--- src/rtl/core/bdpa_pkg.sv ---
// bdpa_pkg: shared types and constants for the binary delta patch apply block
// no dependencies; used by binary_delta_patch_apply

package bdpa_pkg;

    // one control triple is three 8-byte little-endian sign-magnitude words
    localparam int unsigned CTRL_BYTES = 24;
    localparam int unsigned CTRL_CNT_W = 5;
    localparam int unsigned CTRL_HIST_W = 8 * (CTRL_BYTES - 1);

    // a usable length has a magnitude of at most 31 bits
    localparam int unsigned LEN_W = 31;

    // 32-bit target address and image length fields
    localparam int unsigned TGT_W = 32;

    typedef enum logic [1:0] {
        STATUS_RUN  = 2'd0,
        STATUS_DONE = 2'd1,
        STATUS_FAIL = 2'd2
    } status_t;

endpackage

--- src/rtl/core/binary_delta_patch_apply.sv ---
// binary_delta_patch_apply: streaming apply of a bsdiff style patch, one patch byte per cycle
// while no stalled result is waiting; depends on bdpa_pkg

// Usage
// - input channel (in_valid/in_stall): one decompressed patch byte plus the source
//   byte read at the source_addr of the previous result (at the reset value 0 first)
// - result channel (res_valid/res_stall): exactly one result per input transaction:
//   out_valid/out_byte/target_addr are the target byte to write, source_addr the
//   next source byte to fetch, flush_hint marks an extra byte that ends the image,
//   status is running, done or length failure
// - cfg channel (cfg_valid/cfg_ready/cfg_data): target_length, always ready;
//   write it while the block is idle
// - the result of an accepted transaction is registered and appears in the cycle
//   after; one transaction per cycle is sustained while no result is held, through the
//   single register stage of triple decode, byte add and position update
// - a waiting result holds the result register; in_stall follows res_stall while
//   a result is held, so nothing is lost and the input side resumes at once
// - reset clears all positions, the control collector and target_length; the
//   block starts gathering the first control triple
// - done and failed are sticky until reset; later transactions return
//   out_valid 0 with the status held

module binary_delta_patch_apply #(
    parameter int unsigned ADDR_WIDTH = 32
) (
    input  logic        clk,
    input  logic        rst_n,

    input  logic        cfg_valid,
    output logic        cfg_ready,
    input  logic [31:0] cfg_data,

    input  logic        in_valid,
    output logic        in_stall,
    input  logic [7:0]  patch_byte,
    input  logic [7:0]  old_byte,

    output logic        res_valid,
    input  logic        res_stall,
    output logic        out_valid,
    output logic [7:0]  out_byte,
    output logic [31:0] target_addr,
    output logic [31:0] source_addr,
    output logic        flush_hint,
    output logic [1:0]  status
);

    localparam int unsigned CntW  = bdpa_pkg::CTRL_CNT_W;
    localparam int unsigned HistW = bdpa_pkg::CTRL_HIST_W;
    localparam int unsigned LenW  = bdpa_pkg::LEN_W;
    localparam int unsigned TgtW  = bdpa_pkg::TGT_W;
    localparam logic [CntW-1:0] CtrlLast = CntW'(bdpa_pkg::CTRL_BYTES - 1);

    typedef enum logic [2:0] {
        PH_CTRL,
        PH_DIFF,
        PH_EXTRA,
        PH_DONE,
        PH_FAIL
    } phase_t;

    phase_t                  phase_reg, phase_next;
    logic [CntW-1:0]         cnt_reg, cnt_next;
    logic [HistW-1:0]        ctrl_reg, ctrl_next;
    logic [LenW-1:0]         rem_reg, rem_next;
    logic [LenW-1:0]         pend_reg, pend_next;
    logic [63:0]             seek_reg, seek_next;
    logic [TgtW-1:0]         tpos_reg, tpos_next;
    logic [ADDR_WIDTH-1:0]   src_reg, src_next;
    logic [TgtW-1:0]         tlen_reg, tlen_next;

    logic                    res_valid_reg, res_valid_next;
    logic                    out_valid_reg, out_valid_next;
    logic [7:0]              out_byte_reg, out_byte_next;
    logic [TgtW-1:0]         taddr_reg, taddr_next;
    logic                    flush_reg, flush_next;

    logic                    accept;

    // control triple as it stands with the current byte appended
    logic [HistW+7:0]        full_ctrl;
    logic [63:0]             w0, w1, w2;
    logic                    bad0, bad1;
    logic [LenW-1:0]         mag0, mag1;

    logic [TgtW-1:0]         tpos_plus1;
    logic [TgtW:0]           tpos_inc;
    logic [TgtW:0]           diff_sum;
    logic [TgtW:0]           extra_sum_c;
    logic [TgtW:0]           extra_sum_d;

    logic [63:0]             seek_word;
    logic [ADDR_WIDTH-1:0]   src_base;
    logic [ADDR_WIDTH-1:0]   seek_mag;
    logic [ADDR_WIDTH-1:0]   src_seeked;

    assign cfg_ready = 1'b1;
    assign in_stall  = res_valid_reg && res_stall;
    assign accept    = in_valid && !in_stall;

    assign full_ctrl = {patch_byte, ctrl_reg};
    assign w0 = full_ctrl[63:0];
    assign w1 = full_ctrl[127:64];
    assign w2 = full_ctrl[191:128];

    // negative zero is fine, anything else negative or above 31 bits is not
    assign bad0 = (|w0[62:31]) || (w0[63] && (|w0[30:0]));
    assign bad1 = (|w1[62:31]) || (w1[63] && (|w1[30:0]));
    assign mag0 = w0[LenW-1:0];
    assign mag1 = w1[LenW-1:0];

    assign tpos_plus1  = tpos_reg + TgtW'(1);
    assign tpos_inc    = {1'b0, tpos_reg} + (TgtW+1)'(1);
    assign diff_sum    = {1'b0, tpos_reg} + (TgtW+1)'(mag0);
    assign extra_sum_c = {1'b0, tpos_reg} + (TgtW+1)'(mag1);
    assign extra_sum_d = {1'b0, tpos_plus1} + (TgtW+1)'(pend_reg);

    // the seek comes straight from the triple when both blocks are empty
    assign seek_word  = (phase_reg == PH_CTRL) ? w2 : seek_reg;
    assign src_base   = (phase_reg == PH_DIFF) ? src_reg + ADDR_WIDTH'(1) : src_reg;
    assign seek_mag   = ADDR_WIDTH'(seek_word[62:0]);
    assign src_seeked = seek_word[63] ? src_base - seek_mag : src_base + seek_mag;

    always_comb
    begin
        phase_next     = phase_reg;
        cnt_next       = cnt_reg;
        ctrl_next      = ctrl_reg;
        rem_next       = rem_reg;
        pend_next      = pend_reg;
        seek_next      = seek_reg;
        tpos_next      = tpos_reg;
        src_next       = src_reg;
        tlen_next      = tlen_reg;
        res_valid_next = res_valid_reg && res_stall;
        out_valid_next = out_valid_reg;
        out_byte_next  = out_byte_reg;
        taddr_next     = taddr_reg;
        flush_next     = flush_reg;

        if (cfg_valid && cfg_ready)
        begin
            tlen_next = cfg_data;
        end

        if (accept)
        begin
            res_valid_next = 1'b1;
            out_valid_next = 1'b0;
            out_byte_next  = 8'd0;
            taddr_next     = tpos_reg;
            flush_next     = 1'b0;

            unique case (phase_reg)
                PH_CTRL:
                begin
                    if (cnt_reg == '0 && tpos_reg >= tlen_reg)
                    begin
                        phase_next = PH_DONE;
                    end
                    else
                    begin
                        ctrl_next = {patch_byte, ctrl_reg[HistW-1:8]};
                        cnt_next  = cnt_reg + CntW'(1);
                        if (cnt_reg == CtrlLast)
                        begin
                            cnt_next = '0;
                            if (bad0 || bad1 || diff_sum > {1'b0, tlen_reg})
                            begin
                                phase_next = PH_FAIL;
                            end
                            else
                            begin
                                pend_next = mag1;
                                seek_next = w2;
                                rem_next  = mag0;
                                if (mag0 != '0)
                                begin
                                    phase_next = PH_DIFF;
                                end
                                else if (extra_sum_c > {1'b0, tlen_reg})
                                begin
                                    phase_next = PH_FAIL;
                                end
                                else if (mag1 != '0)
                                begin
                                    rem_next   = mag1;
                                    phase_next = PH_EXTRA;
                                end
                                else
                                begin
                                    src_next   = src_seeked;
                                    phase_next = (tpos_reg >= tlen_reg) ? PH_DONE : PH_CTRL;
                                end
                            end
                        end
                    end
                end
                PH_DIFF:
                begin
                    out_valid_next = 1'b1;
                    out_byte_next  = patch_byte + old_byte;
                    tpos_next      = tpos_plus1;
                    src_next       = src_reg + ADDR_WIDTH'(1);
                    rem_next       = rem_reg - LenW'(1);
                    if (rem_reg == LenW'(1))
                    begin
                        if (extra_sum_d > {1'b0, tlen_reg})
                        begin
                            phase_next = PH_FAIL;
                        end
                        else if (pend_reg != '0)
                        begin
                            rem_next   = pend_reg;
                            phase_next = PH_EXTRA;
                        end
                        else
                        begin
                            src_next   = src_seeked;
                            phase_next = (tpos_plus1 >= tlen_reg) ? PH_DONE : PH_CTRL;
                        end
                    end
                end
                PH_EXTRA:
                begin
                    out_valid_next = 1'b1;
                    out_byte_next  = patch_byte;
                    flush_next     = (tpos_inc == {1'b0, tlen_reg});
                    tpos_next      = tpos_plus1;
                    rem_next       = rem_reg - LenW'(1);
                    if (rem_reg == LenW'(1))
                    begin
                        src_next   = src_seeked;
                        phase_next = (tpos_plus1 >= tlen_reg) ? PH_DONE : PH_CTRL;
                    end
                end
                PH_DONE, PH_FAIL:
                begin
                    // sticky, transaction is only answered
                end
                default:
                begin
                    phase_next = PH_FAIL;
                end
            endcase
        end
    end

    always_ff @(posedge clk or negedge rst_n)
    begin
        if (!rst_n)
        begin
            phase_reg     <= PH_CTRL;
            cnt_reg       <= '0;
            ctrl_reg      <= '0;
            rem_reg       <= '0;
            pend_reg      <= '0;
            seek_reg      <= '0;
            tpos_reg      <= '0;
            src_reg       <= '0;
            tlen_reg      <= '0;
            res_valid_reg <= 1'b0;
            out_valid_reg <= 1'b0;
            out_byte_reg  <= '0;
            taddr_reg     <= '0;
            flush_reg     <= 1'b0;
        end
        else
        begin
            phase_reg     <= phase_next;
            cnt_reg       <= cnt_next;
            ctrl_reg      <= ctrl_next;
            rem_reg       <= rem_next;
            pend_reg      <= pend_next;
            seek_reg      <= seek_next;
            tpos_reg      <= tpos_next;
            src_reg       <= src_next;
            tlen_reg      <= tlen_next;
            res_valid_reg <= res_valid_next;
            out_valid_reg <= out_valid_next;
            out_byte_reg  <= out_byte_next;
            taddr_reg     <= taddr_next;
            flush_reg     <= flush_next;
        end
    end

    // position and status change only with a new result, so they are read from state
    assign res_valid   = res_valid_reg;
    assign out_valid   = out_valid_reg;
    assign out_byte    = out_byte_reg;
    assign target_addr = taddr_reg;
    assign source_addr = 32'(src_reg);
    assign flush_hint  = flush_reg;

    always_comb
    begin
        unique case (phase_reg)
            PH_DONE: status = bdpa_pkg::STATUS_DONE;
            PH_FAIL: status = bdpa_pkg::STATUS_FAIL;
            default: status = bdpa_pkg::STATUS_RUN;
        endcase
    end

endmodule
--- config.mk ---
export PLATFORM = sky130hd
export DESIGN_NAME = binary_delta_patch_apply
export DESIGN_NICKNAME = d
export VERILOG_FILES = /design/src/rtl/core/bdpa_pkg.sv /design/src/rtl/core/binary_delta_patch_apply.sv
export SDC_FILE = /design/constraint.sdc
export NUM_CORES = 1
export LEC_CHECK = 0
export ABC_AREA = 0
export BUFFER_PORTS_ARGS = -buffer_cell sky130_fd_sc_hd__buf_2
export CORE_MARGIN = 3
export CORE_UTILIZATION = 35
export CTS_CLUSTER_SIZE = 28
export DETAILED_ROUTE_END_ITERATION = 6
export PLACE_DENSITY = 0.6
export SYNTH_ARGS = -nofsm -noshare
export SYNTH_HDL_FRONTEND = slang
export SYNTH_SLANG_ARGS = --single-unit
export TNS_END_PERCENT = 5
--- constraint.sdc ---
create_clock -name clk -period 10.5 [get_ports clk]
set_input_delay 0 -clock clk [delete_from_list [all_inputs] [get_ports clk]]
set_output_delay 0 -clock clk [all_outputs]
set_load 0.01 [all_outputs]
==> results of run 1 <==
## routing by layer
metal	vias to the layer above	track usage [%]	share of wire, %
met2	712	32.1	44
li1	13190	-	-
met1	12988	30.1	47
met5	-	0	0
met4	0	6.46	3.2
met3	153	3.41	6.3
## cell type report
cell class	count	area, sq um	share of cell area (%)
sequential	426	10700	30.8
clock buffer	62	1320	3.82
tap	1144	1430	4.13
clock inverter	24	314	0.907
inverter	80	300	0.867
multi-input combinational	3021	19000	55.0
timing repair buffer	223	1550	4.47
## through the flow
step / util, % / power [mW] / hold slack, ns / instance area, sq um / worst slack [ns]
6_report: 40.3 / 3.66 / -0.0180 / 34600 / 1.94
5_1_grt: 40.3 / 3.79 / 0.0618 / 34600 / 1.33
4_1_cts: 40.3 / 3.70 / 0.00191 / 34600 / 2.03
3_5_place_dp: 37.7 / 1.90 / 0.0875 / 32300 / 2.10
3_3_place_gp: 37.7 / 1.90 / 0.0832 / 32300 / 2.31
2_1_floorplan: - / 1.80 / -0.296 / 30600 / 3.59
## critical path, delay by kind of cell (launching register included)
family	cells	cell delay, ns
DFF	1	0.56
AOI/OAI and AO/OA	12	2.94
and+or+nand+nor	14	3.41
adders and majority gates	3	0.85
xor gates and xnor gates	2	0.38
buffers and inverters	1	0.29
## power breakdown
group	total [mW]	switching [mW]	internal (mW)
registers	1.66	0.00641	1.66
logic	0.225	0.148	0.0772
clock network	1.77	0.748	1.02
## cell usage in the layout, fill, tap and decap left out, types with 12 or more instances in the layout
cell type / n
or3_1: 17
xor2_1: 87
nor4_1: 63
nor2b_1: 26
a21oi_1: 264
nor3_1: 94
clkinv_2: 12
nand3_1: 81
nand2_1: 856
o31ai_1: 12
o21bai_1: 16
and3_1: 35
dfrtp_1: 426
nand2b_1: 28
inv_1: 79
a211oi_1: 25
a221oi_1: 12
mux2_2: 66
or4_1: 15
a31oi_1: 23
nor2_1: 252
o21ai_0: 158
a21o_1: 75
o21a_1: 41
buf_4: 25
xnor2_1: 174
clkbuf_16: 47
ha_1: 303
nand4_1: 68
buf_2: 129
dlygate4sd3_1: 66
o22ai_1: 22
mux2i_1: 33
o211ai_1: 17
o21ai_1: 28
## worst max-delay path by stage
stage / slack [ns] / start / end
after global placement: 2.31 / tpos_reg[1] / source_addr[21]
after global routing: 1.33 / tpos_reg[1] / source_addr[18]
after floorplan: 3.59 / tpos_reg[1] / rem_reg[15]
after CTS: 2.03 / tpos_reg[1] / rem_reg[15]
after detailed placement: 2.10 / tpos_reg[1] / rem_reg[20]
final: 1.94 / tpos_reg[1] / rem_reg[15]
## cell families after synthesis
logic type | synth area share [%]
adder cells (fa/ha/maj) | 12.8
other | 0.0123
flip-flops | 34.9
AO/OA/AOI/OAI | 15.6
AND/OR/NAND/NOR | 22.8
multiplexers | 3.51
buffers and inverters | 2.94
XOR/XNOR | 7.48
==> metrics, run 1 <==
post-DP HPWL 70200 um; class of the most critical setup path flip-flop to flip-flop; WL final 96500 um; slowest cell on the critical path dfrtp_1; Congestion Overflow GR 0; Clock Path Buffers 3; fraction of layout cells with a size suffix above 1 8.86%; setup_tns 0 ns; first-pass GRT wire length 151000 um; Nets 4160; CORE AREA 85800 sq um; WP data required 10.99 ns; RR Endpoint rem_reg[15]; Post-synth EDFFs 0; syn_nets 4036; Mapped Cells 3675; row count 107; Sink Count 426; outcome finished with violations; DR DRC count 0; CTS clk-pin slew, worst paths 0.06 ns; FF+latch count, synth 426; sequential cell area fraction in the yosys report 34.9%; Detailed Route Iter0 Violations 2320; FFs w/ async S/R, synth 100%; Top cell by count, worst path and3_1; total track usage 20.9%; post-synth top area share 34.9%; Critical Path AT 9.04 ns; ant diodes 0; RSZ-0062 raised after global routing false; placer's final routability congestion estimate 0.930; Post-CTS Resized 0; biggest area consumer among synthesized cells dfrtp_1; Cell Area, Synth 30600 sq um; Worst Setup End Kind flip-flop; synth top area cells dfrtp_1, ha_1, nand2_1; Placed Cells 4828; Die Wd 301 um; PD cells 106 nW/um^2; most instantiated library cell after synthesis nand2_1; Slew Viols, Final 0; Vias per Instance 5.43; library cells used by synthesis 82; max_cap viols 0; initial antenna violation count 0; Mapped Avg Cell Area 8.31 sq um; I/O pins 132; cts hold-fix bufs 66; port bufs 130; Starting Density 35.6%; Layout area overhead 13.3%; Final ANT Viol Nets 0; Max IR drop VDD 0.112 mV; fin crit share 81.5%; Min-Delay Path Class primary input to async pin; Finished Layout Cells 4980; crit path max fanout 43; die height 301 um; final hold slack -0.0180 ns; number of CTS-inserted buffers 47; Fin Clk Skew 0.0225 ns; Synth Warn # 0; clock latency on the worst-skew pair 0.61 ns; worst rel slew slack 20.1%; final hold vios 5; max FFs per register 184; Slowest Stage Delay on Critical Path 0.56 ns; clock root cell clkbuf_16; Die Area 90900 sq um; start of the worst register-to-register path tpos_reg[1]; Worst-Margin Slew 1.16 ns; Initial DRT Pass Iterations 7; CTS H-Tree Depth 2; largest net degree at the start of global routing 170; Vias 27043; Final setup viols 0; Post-CTS Setup Bufs 0; Worst Reg-to-Reg Cells 32; via count of the first global-routing pass 25744; post-route minimum period 8.56 ns; leak pwr 17.5 nW; failing checks hold timing; WL/cell 19.4 um; CTS tree yes; Filler cells 8586; Critical Path Source Type flip-flop; Top FF cell, synth dfrtp_1; Worst R2R Setup Slack 1.94 ns; Max Freq 117 MHz; top post-synthesis cells by count nand2_1, dfrtp_1, ha_1
Note: power is estimated with default switching activity, not from simulation.
==> run 2: changes to the inputs <==
--- a/config.mk
+++ b/config.mk
@@ -11,7 +11,7 @@
 export CORE_UTILIZATION = 35
 export CTS_CLUSTER_SIZE = 28
 export DETAILED_ROUTE_END_ITERATION = 6
-export PLACE_DENSITY = 0.6
+export PLACE_DENSITY = 0.62
 export SYNTH_ARGS = -nofsm -noshare
 export SYNTH_HDL_FRONTEND = slang
 export SYNTH_SLANG_ARGS = --single-unit
==> constraint.sdc (replaced) <==
create_clock -name clk -period 7.1 [get_ports clk]
set_input_delay 0 -clock clk [delete_from_list [all_inputs] [get_ports clk]]
set_output_delay 0 -clock clk [all_outputs]
set_load 0.01 [all_outputs]
==> run 2 against run 1 <==
Effect of this change: the flow now finishes without violations; non-clock buffer count is 58 higher; maximum frequency rose by 26%; routed wire length down 2.4%; largest power group is now registers; highest routed layer unchanged.
==> metrics, run 2 (synthesized netlist as in run 1, its figures left out) <==
outcome completed; initial antenna violation count 1; Clock Path Buffers 3; Slew Viols, Final 0; Initial DRT Pass Iterations 6; crit path max fanout 27; clock share of power 45.9%; clock root cell clkbuf_16; Critical Path Source Type flip-flop; Slowest Stage Delay on Critical Path 0.48 ns; Fin Clk Skew 0.0556 ns; placer's final routability congestion estimate 0.917; fraction of layout cells with a size suffix above 1 10.8%; CTS clk-pin slew, worst paths 0.06 ns; Worst Setup End Kind flip-flop; I/O pins 132; Detailed Route Iter0 Violations 2455; most common cell after layout, fill and taps aside nand2_1; Filler cells 8534; power share of the sequential group 47.7%; Vias 27163; Sink Count 426; WL final 94200 um; Int Pwr 3.89 mW; met2 WL post-DR 42200 um; via count of the first global-routing pass 25179; class of the most critical setup path flip-flop to flip-flop; largest net degree at the start of global routing 136; DR DRC count 0; Congestion Overflow GR 0; WP data required 7.61 ns; Comb power frac 6.4%; CORE AREA 85800 sq um; number of CTS-inserted buffers 47; PD cells 147 nW/um^2; CTS H-Tree Depth 2; Final setup viols 0; Final ANT Viol Nets 0; Switching Share 24.7%; Placed Cells 4895; Worst Reg-to-Reg Cells 27; max_cap viols 0; Critical Path AT 7.29 ns; Max Freq 148 MHz; Worst-Margin Slew 1.13 ns; Vias per Instance 5.39; CTS tree yes; die height 301 um; worst rel slew slack 24.8%; slowest cell on the critical path dfrtp_1; setup_tns 0 ns; first-pass GRT wire length 147000 um; Max IR drop VDD 0.137 mV; highest routed metal layer met4; total track usage 20.2%; final hold vios 0; met3 wire length 5080 um; Psw 1.27 mW; Starting Density 35.6%; most frequent cells in the layout nand2_1, dfrtp_1, ha_1; max FFs per register 184; port bufs 130; Layout area overhead 15.0%; Die Area 90900 sq um; ant diodes 0; Min-Delay Path Class primary input to async pin; row count 107; post-DP HPWL 69100 um; worst setup margin 0.328 ns; clock latency on the worst-skew pair 0.63 ns; wl on met1 44000 um; post-route minimum period 6.77 ns; leak pwr 17.8 nW; WL/cell 18.7 um; Setup Slack @ Placement -0.0456 ns; final hold slack 0.0127 ns; Finished Layout Cells 5035; fin crit share 95.4%; Die Wd 301 um; Nets 4218
==> run 2: layer usage <==
metal,GRT usage [%],up-vias
li1,-,13298
met4,5.92,0
met1,29.6,12964
met5,0,-
met3,2.08,136
met2,31.4,765
==> run 2: critical path, delay by kind of cell, from the launching register on <==
kind            cells  cell delay (ns)
flops               1             0.48
xor+xnor            1             0.20
simple gates       12             2.43
buf+inv             1             0.24
fa+ha+maj           3             1.02
compound gates     10             2.27
==> run 2: path summary, 6_finish.rpt <==
path | start | slack, ns | to
setup / recovery | ctrl_reg[0] | 0.33 | source_addr[31]
hold / removal | rst_n | 0.01 | target_addr[28]
setup reg to reg | ctrl_reg[0] | 0.33 | source_addr[31]
hold reg to reg | ctrl_reg[168] | 0.46 | ctrl_reg[160]
max in group asynchronous | rst_n | 5.64 | target_addr[0]
min in group clk | cfg_valid | 0.03 | tlen_reg[17]
==> run 2: power by group through the flow <==
stage | combinational [mW] | sequential [mW] | clock, mW
final | 0.332 | 2.46 | 2.37
after CTS | 0.330 | 2.46 | 2.43
after detailed placement | 0.301 | 2.51 | 0
after global routing | 0.375 | 2.46 | 2.52
after floorplan | 0.151 | 2.51 | 0
after global placement | 0.296 | 2.51 | 0
==> run 2: area by class of cell <==
type	count	area [sq um]	share of cell area, %
clock inverter	10	133	0.377
multi-input combinational	3021	19200	54.7
timing repair buffer	281	2040	5.80
tap	1144	1430	4.07
clock buffer	73	1350	3.85
sequential	426	10700	30.3
inverter	80	300	0.855
==> run 2: stage by stage <==
step                      area (sq um)  util, %  total power, mW
after floorplan                  30600        -             2.66
after global placement           32900     38.3             2.80
after detailed placement         32900     38.3             2.81
after CTS                        34900     40.7             5.22
after global routing             35100     40.9             5.35
final                            35100     40.9             5.16
==> run 2: timing repair <==
action / 4_1_cts / 5_1_grt
gates resized for setup: 2 / 33
buffers inserted: 0 / 3
pin swaps: 0 / 15
setup endpoints to repair: 12 / 63
hold buffers: 54 / 0
endpoints found under the hold margin: 154 / 0
==> run 3: changes to the inputs <==
--- a/config.mk
+++ b/config.mk
@@ -5,11 +5,11 @@
 export SDC_FILE = /design/constraint.sdc
 export NUM_CORES = 1
 export LEC_CHECK = 0
-export ABC_AREA = 0
+export ABC_AREA = 1
 export BUFFER_PORTS_ARGS = -buffer_cell sky130_fd_sc_hd__buf_2
 export CORE_MARGIN = 3
 export CORE_UTILIZATION = 35
-export CTS_CLUSTER_SIZE = 28
+export CTS_CLUSTER_SIZE = 10
 export DETAILED_ROUTE_END_ITERATION = 6
 export PLACE_DENSITY = 0.62
 export SYNTH_ARGS = -nofsm -noshare
==> run 3 against run 2 <==
Effect of this change: the flow now finishes with violations (hold timing); hold slack got worse by 0.014 ns; maximum frequency increased by 2.7%; worst setup slack improved by 0.18 ns; largest cell class unchanged; register-to-register slack improved by 0.18 ns; sequential power increased by 7%; clock power increased by 4%; design area increased by 2.9%; critical endpoint is now source_addr[3]; non-clock buffer count decreased by 57; global-route usage increased by 1.5 points.
==> metrics, run 3 <==
outcome finished with violations; failing checks hold timing; number of CTS-inserted buffers 52; Buf/Inv on CP 5; Vias per Instance 5.23; post-DP HPWL 79200 um; CORE AREA 90800 sq um; setup_tns 0 ns; worst rel slew slack 14.1%; met1 Track Usage GR 32.0%; CTS tree yes; WL/cell 18.2 um; slowest cell on the critical path ha_1; Final ANT Viol Nets 0; DR DRC count 0; post-route minimum period 6.59 ns; Filler cells 9509; GRT met2 Usage 33.3%; CTS clk-pin slew, worst paths 0.06 ns; via count of the first global-routing pass 28199; FFs w/ async S/R, synth 100%; Top cell by count, worst path nand2_1; most frequent cells in the layout nand2_1, inv_1, o21ai_0; most common cell after layout, fill and taps aside nand2_1; Fin Clk Skew 0.0351 ns; met3 Resource Use GR 3.21%; Nets 4955; Top FF cell, synth dfrtp_1; Die Area 96100 sq um; final hold slack -0.00103 ns; die height 310 um; fin area 36200 sq um; crit path max fanout 32; first-pass GRT wire length 165000 um; CP top delay family simple AND/OR/NAND/NOR gates; class of the most critical setup path flip-flop to flip-flop; Final setup viols 0; Slowest Stage Delay on Critical Path 0.40 ns; Critical Path Source Type flip-flop; FF+latch count, synth 426; Initial DRT Pass Iterations 6; placer's final routability congestion estimate 0.963; PD cells 173 nW/um^2; library cells used by synthesis 66; GRT busiest layer met2; total track usage 21.7%; Mapped Cells 4460; Vias 30313; most instantiated library cell after synthesis nand2_1; Clock Path Buffers 3; initial antenna violation count 2; WP data required 7.57 ns; biggest area consumer among synthesized cells dfrtp_1; largest net degree at the start of global routing 168; fraction of layout cells with a size suffix above 1 7.74%; max_cap viols 0; Max IR drop VDD 0.191 mV; Max Freq 152 MHz; leak pwr 17.9 nW; Critical Path AT 7.06 ns; Min-Delay Path Class primary input to async pin; post-synth top area share 32.9%; Post-synth EDFFs 0; Sink Count 426; synth top area cells dfrtp_1, nand2_1, ha_1; final hold vios 1; Worst Setup End Kind flip-flop; Die Wd 310 um; Starting Density 35.6%; port bufs 130; Synth Warn # 0; post-place instance area 34100 sq um; Setup Slack @ Placement 0.319 ns; row count 110; Slew Viols, Final 0; WL final 105000 um; I/O pins 132; top post-synthesis cells by count nand2_1, inv_1, o21ai_0; CTS H-Tree Depth 2; Layout area overhead 11.8%; Cell Area, Synth 32400 sq um; syn_nets 4821; fin crit share 92.9%; Worst-Margin Slew 1.28 ns; max FFs per register 184; RSZ-0062 raised after global routing false; sequential cell area fraction in the yosys report 32.9%; clock latency on the worst-skew pair 0.64 ns; Congestion Overflow GR 0; Mapped Avg Cell Area 7.25 sq um; Detailed Route Iter0 Violations 3041; clock root cell clkbuf_16; worst setup margin 0.506 ns
## run 3: cell types whose count changed in the layout (fill, tap and decap cells not counted), moves of 49 or more
cell | previous run | this run
mux2_2 | 66 | 1
o21ai_0 | 157 | 470
buf_4 | 87 | 38
a21o_1 | 75 | 11
xor2_1 | 84 | 162
nand2_1 | 856 | 1126
nand3_1 | 79 | 207
xnor2_1 | 172 | 57
inv_1 | 79 | 552
nor3_1 | 93 | 43
## run 3: worst register-to-register path: cells and delay by family (launching register included)
family	cells	cell delay [ns]
xor+xnor	2	0.37
simple gates	26	4.11
compound gates	2	0.26
flops	1	0.37
fa+ha+maj	3	0.87
buf+inv	5	0.49
## run 3: through the flow
step	std cells	power, mW	utilization, %	hold slack [ns]
after global placement	5662	3.76	37.5	-0.0422
after CTS	5790	6.30	39.8	0.00631
after global routing	5790	6.56	39.8	0.0432
after detailed placement	5662	3.78	37.5	-0.0461
final	5791	6.24	39.8	-0.00103
after floorplan	4460	3.38	-	-0.296
## run 3: report_power, final
group | total, mW | switching (mW) | internal, mW
sequential | 2.63 | 0.105 | 2.53
clock | 2.46 | 1.08 | 1.38
combinational | 1.15 | 0.732 | 0.419
total | 6.24 | 1.92 | 4.32
## run 3: layer usage
layer  up-vias  share of wire [%]  routed length [um]
li1      14959                  -                   -
met1     14225                 47               49500
met2      1005                 43               45300
met3       124                7.5                7920
met4         0                2.4                2500
met5         -                  0                   0
## run 3: area by class of cell
cell class	instances	area, sq um	share of cell area (%)
Multi-Input combinational cell	3316	18800	52.1
Sequential cell	426	10700	29.5
Inverter	574	2160	5.96
Timing Repair Buffer	224	1540	4.27
Tap cell	1176	1470	4.07
Clock buffer	65	1400	3.87
Clock inverter	9	91.3	0.253
Antenna cell	1	2.50	0.00692
## run 3: kinds of logic after synthesis
logic type	count (synthesis)	synth area share (%)
adder cells (fa/ha/maj)	308	12.0
AO/OA/AOI/OAI	879	14.6
buffers and inverters	718	8.97
multiplexers	1	0.0348
AND/OR/NAND/NOR	1908	25.4
other	1	0.0116
flip-flops	426	32.9
XOR/XNOR	219	5.93
## run 3: repair_timing
action | 4_1_cts | 5_1_grt
hold buffers | 54 | 0
resized for setup | 0 | 4
hold endpoints to repair | 135 | 0
setup buffers | 0 | 0
setup endpoints to repair | 0 | 62
## run 3: final timing paths
check / startpoint / end / slack, ns / cells past startpoint
setup / recovery: tpos_reg[0] / source_addr[3] / 0.51 / 38
hold / removal: rst_n / target_addr[1] / -0.001 / 3
setup reg to reg: tpos_reg[0] / source_addr[3] / 0.51 / 38
hold reg to reg: target_addr[26] / target_addr[26] / 0.46 / 2
max in group asynchronous: rst_n / out_valid / 6.12 / 3
min in group clk: cfg_valid / tlen_reg[13] / 0.04 / 3
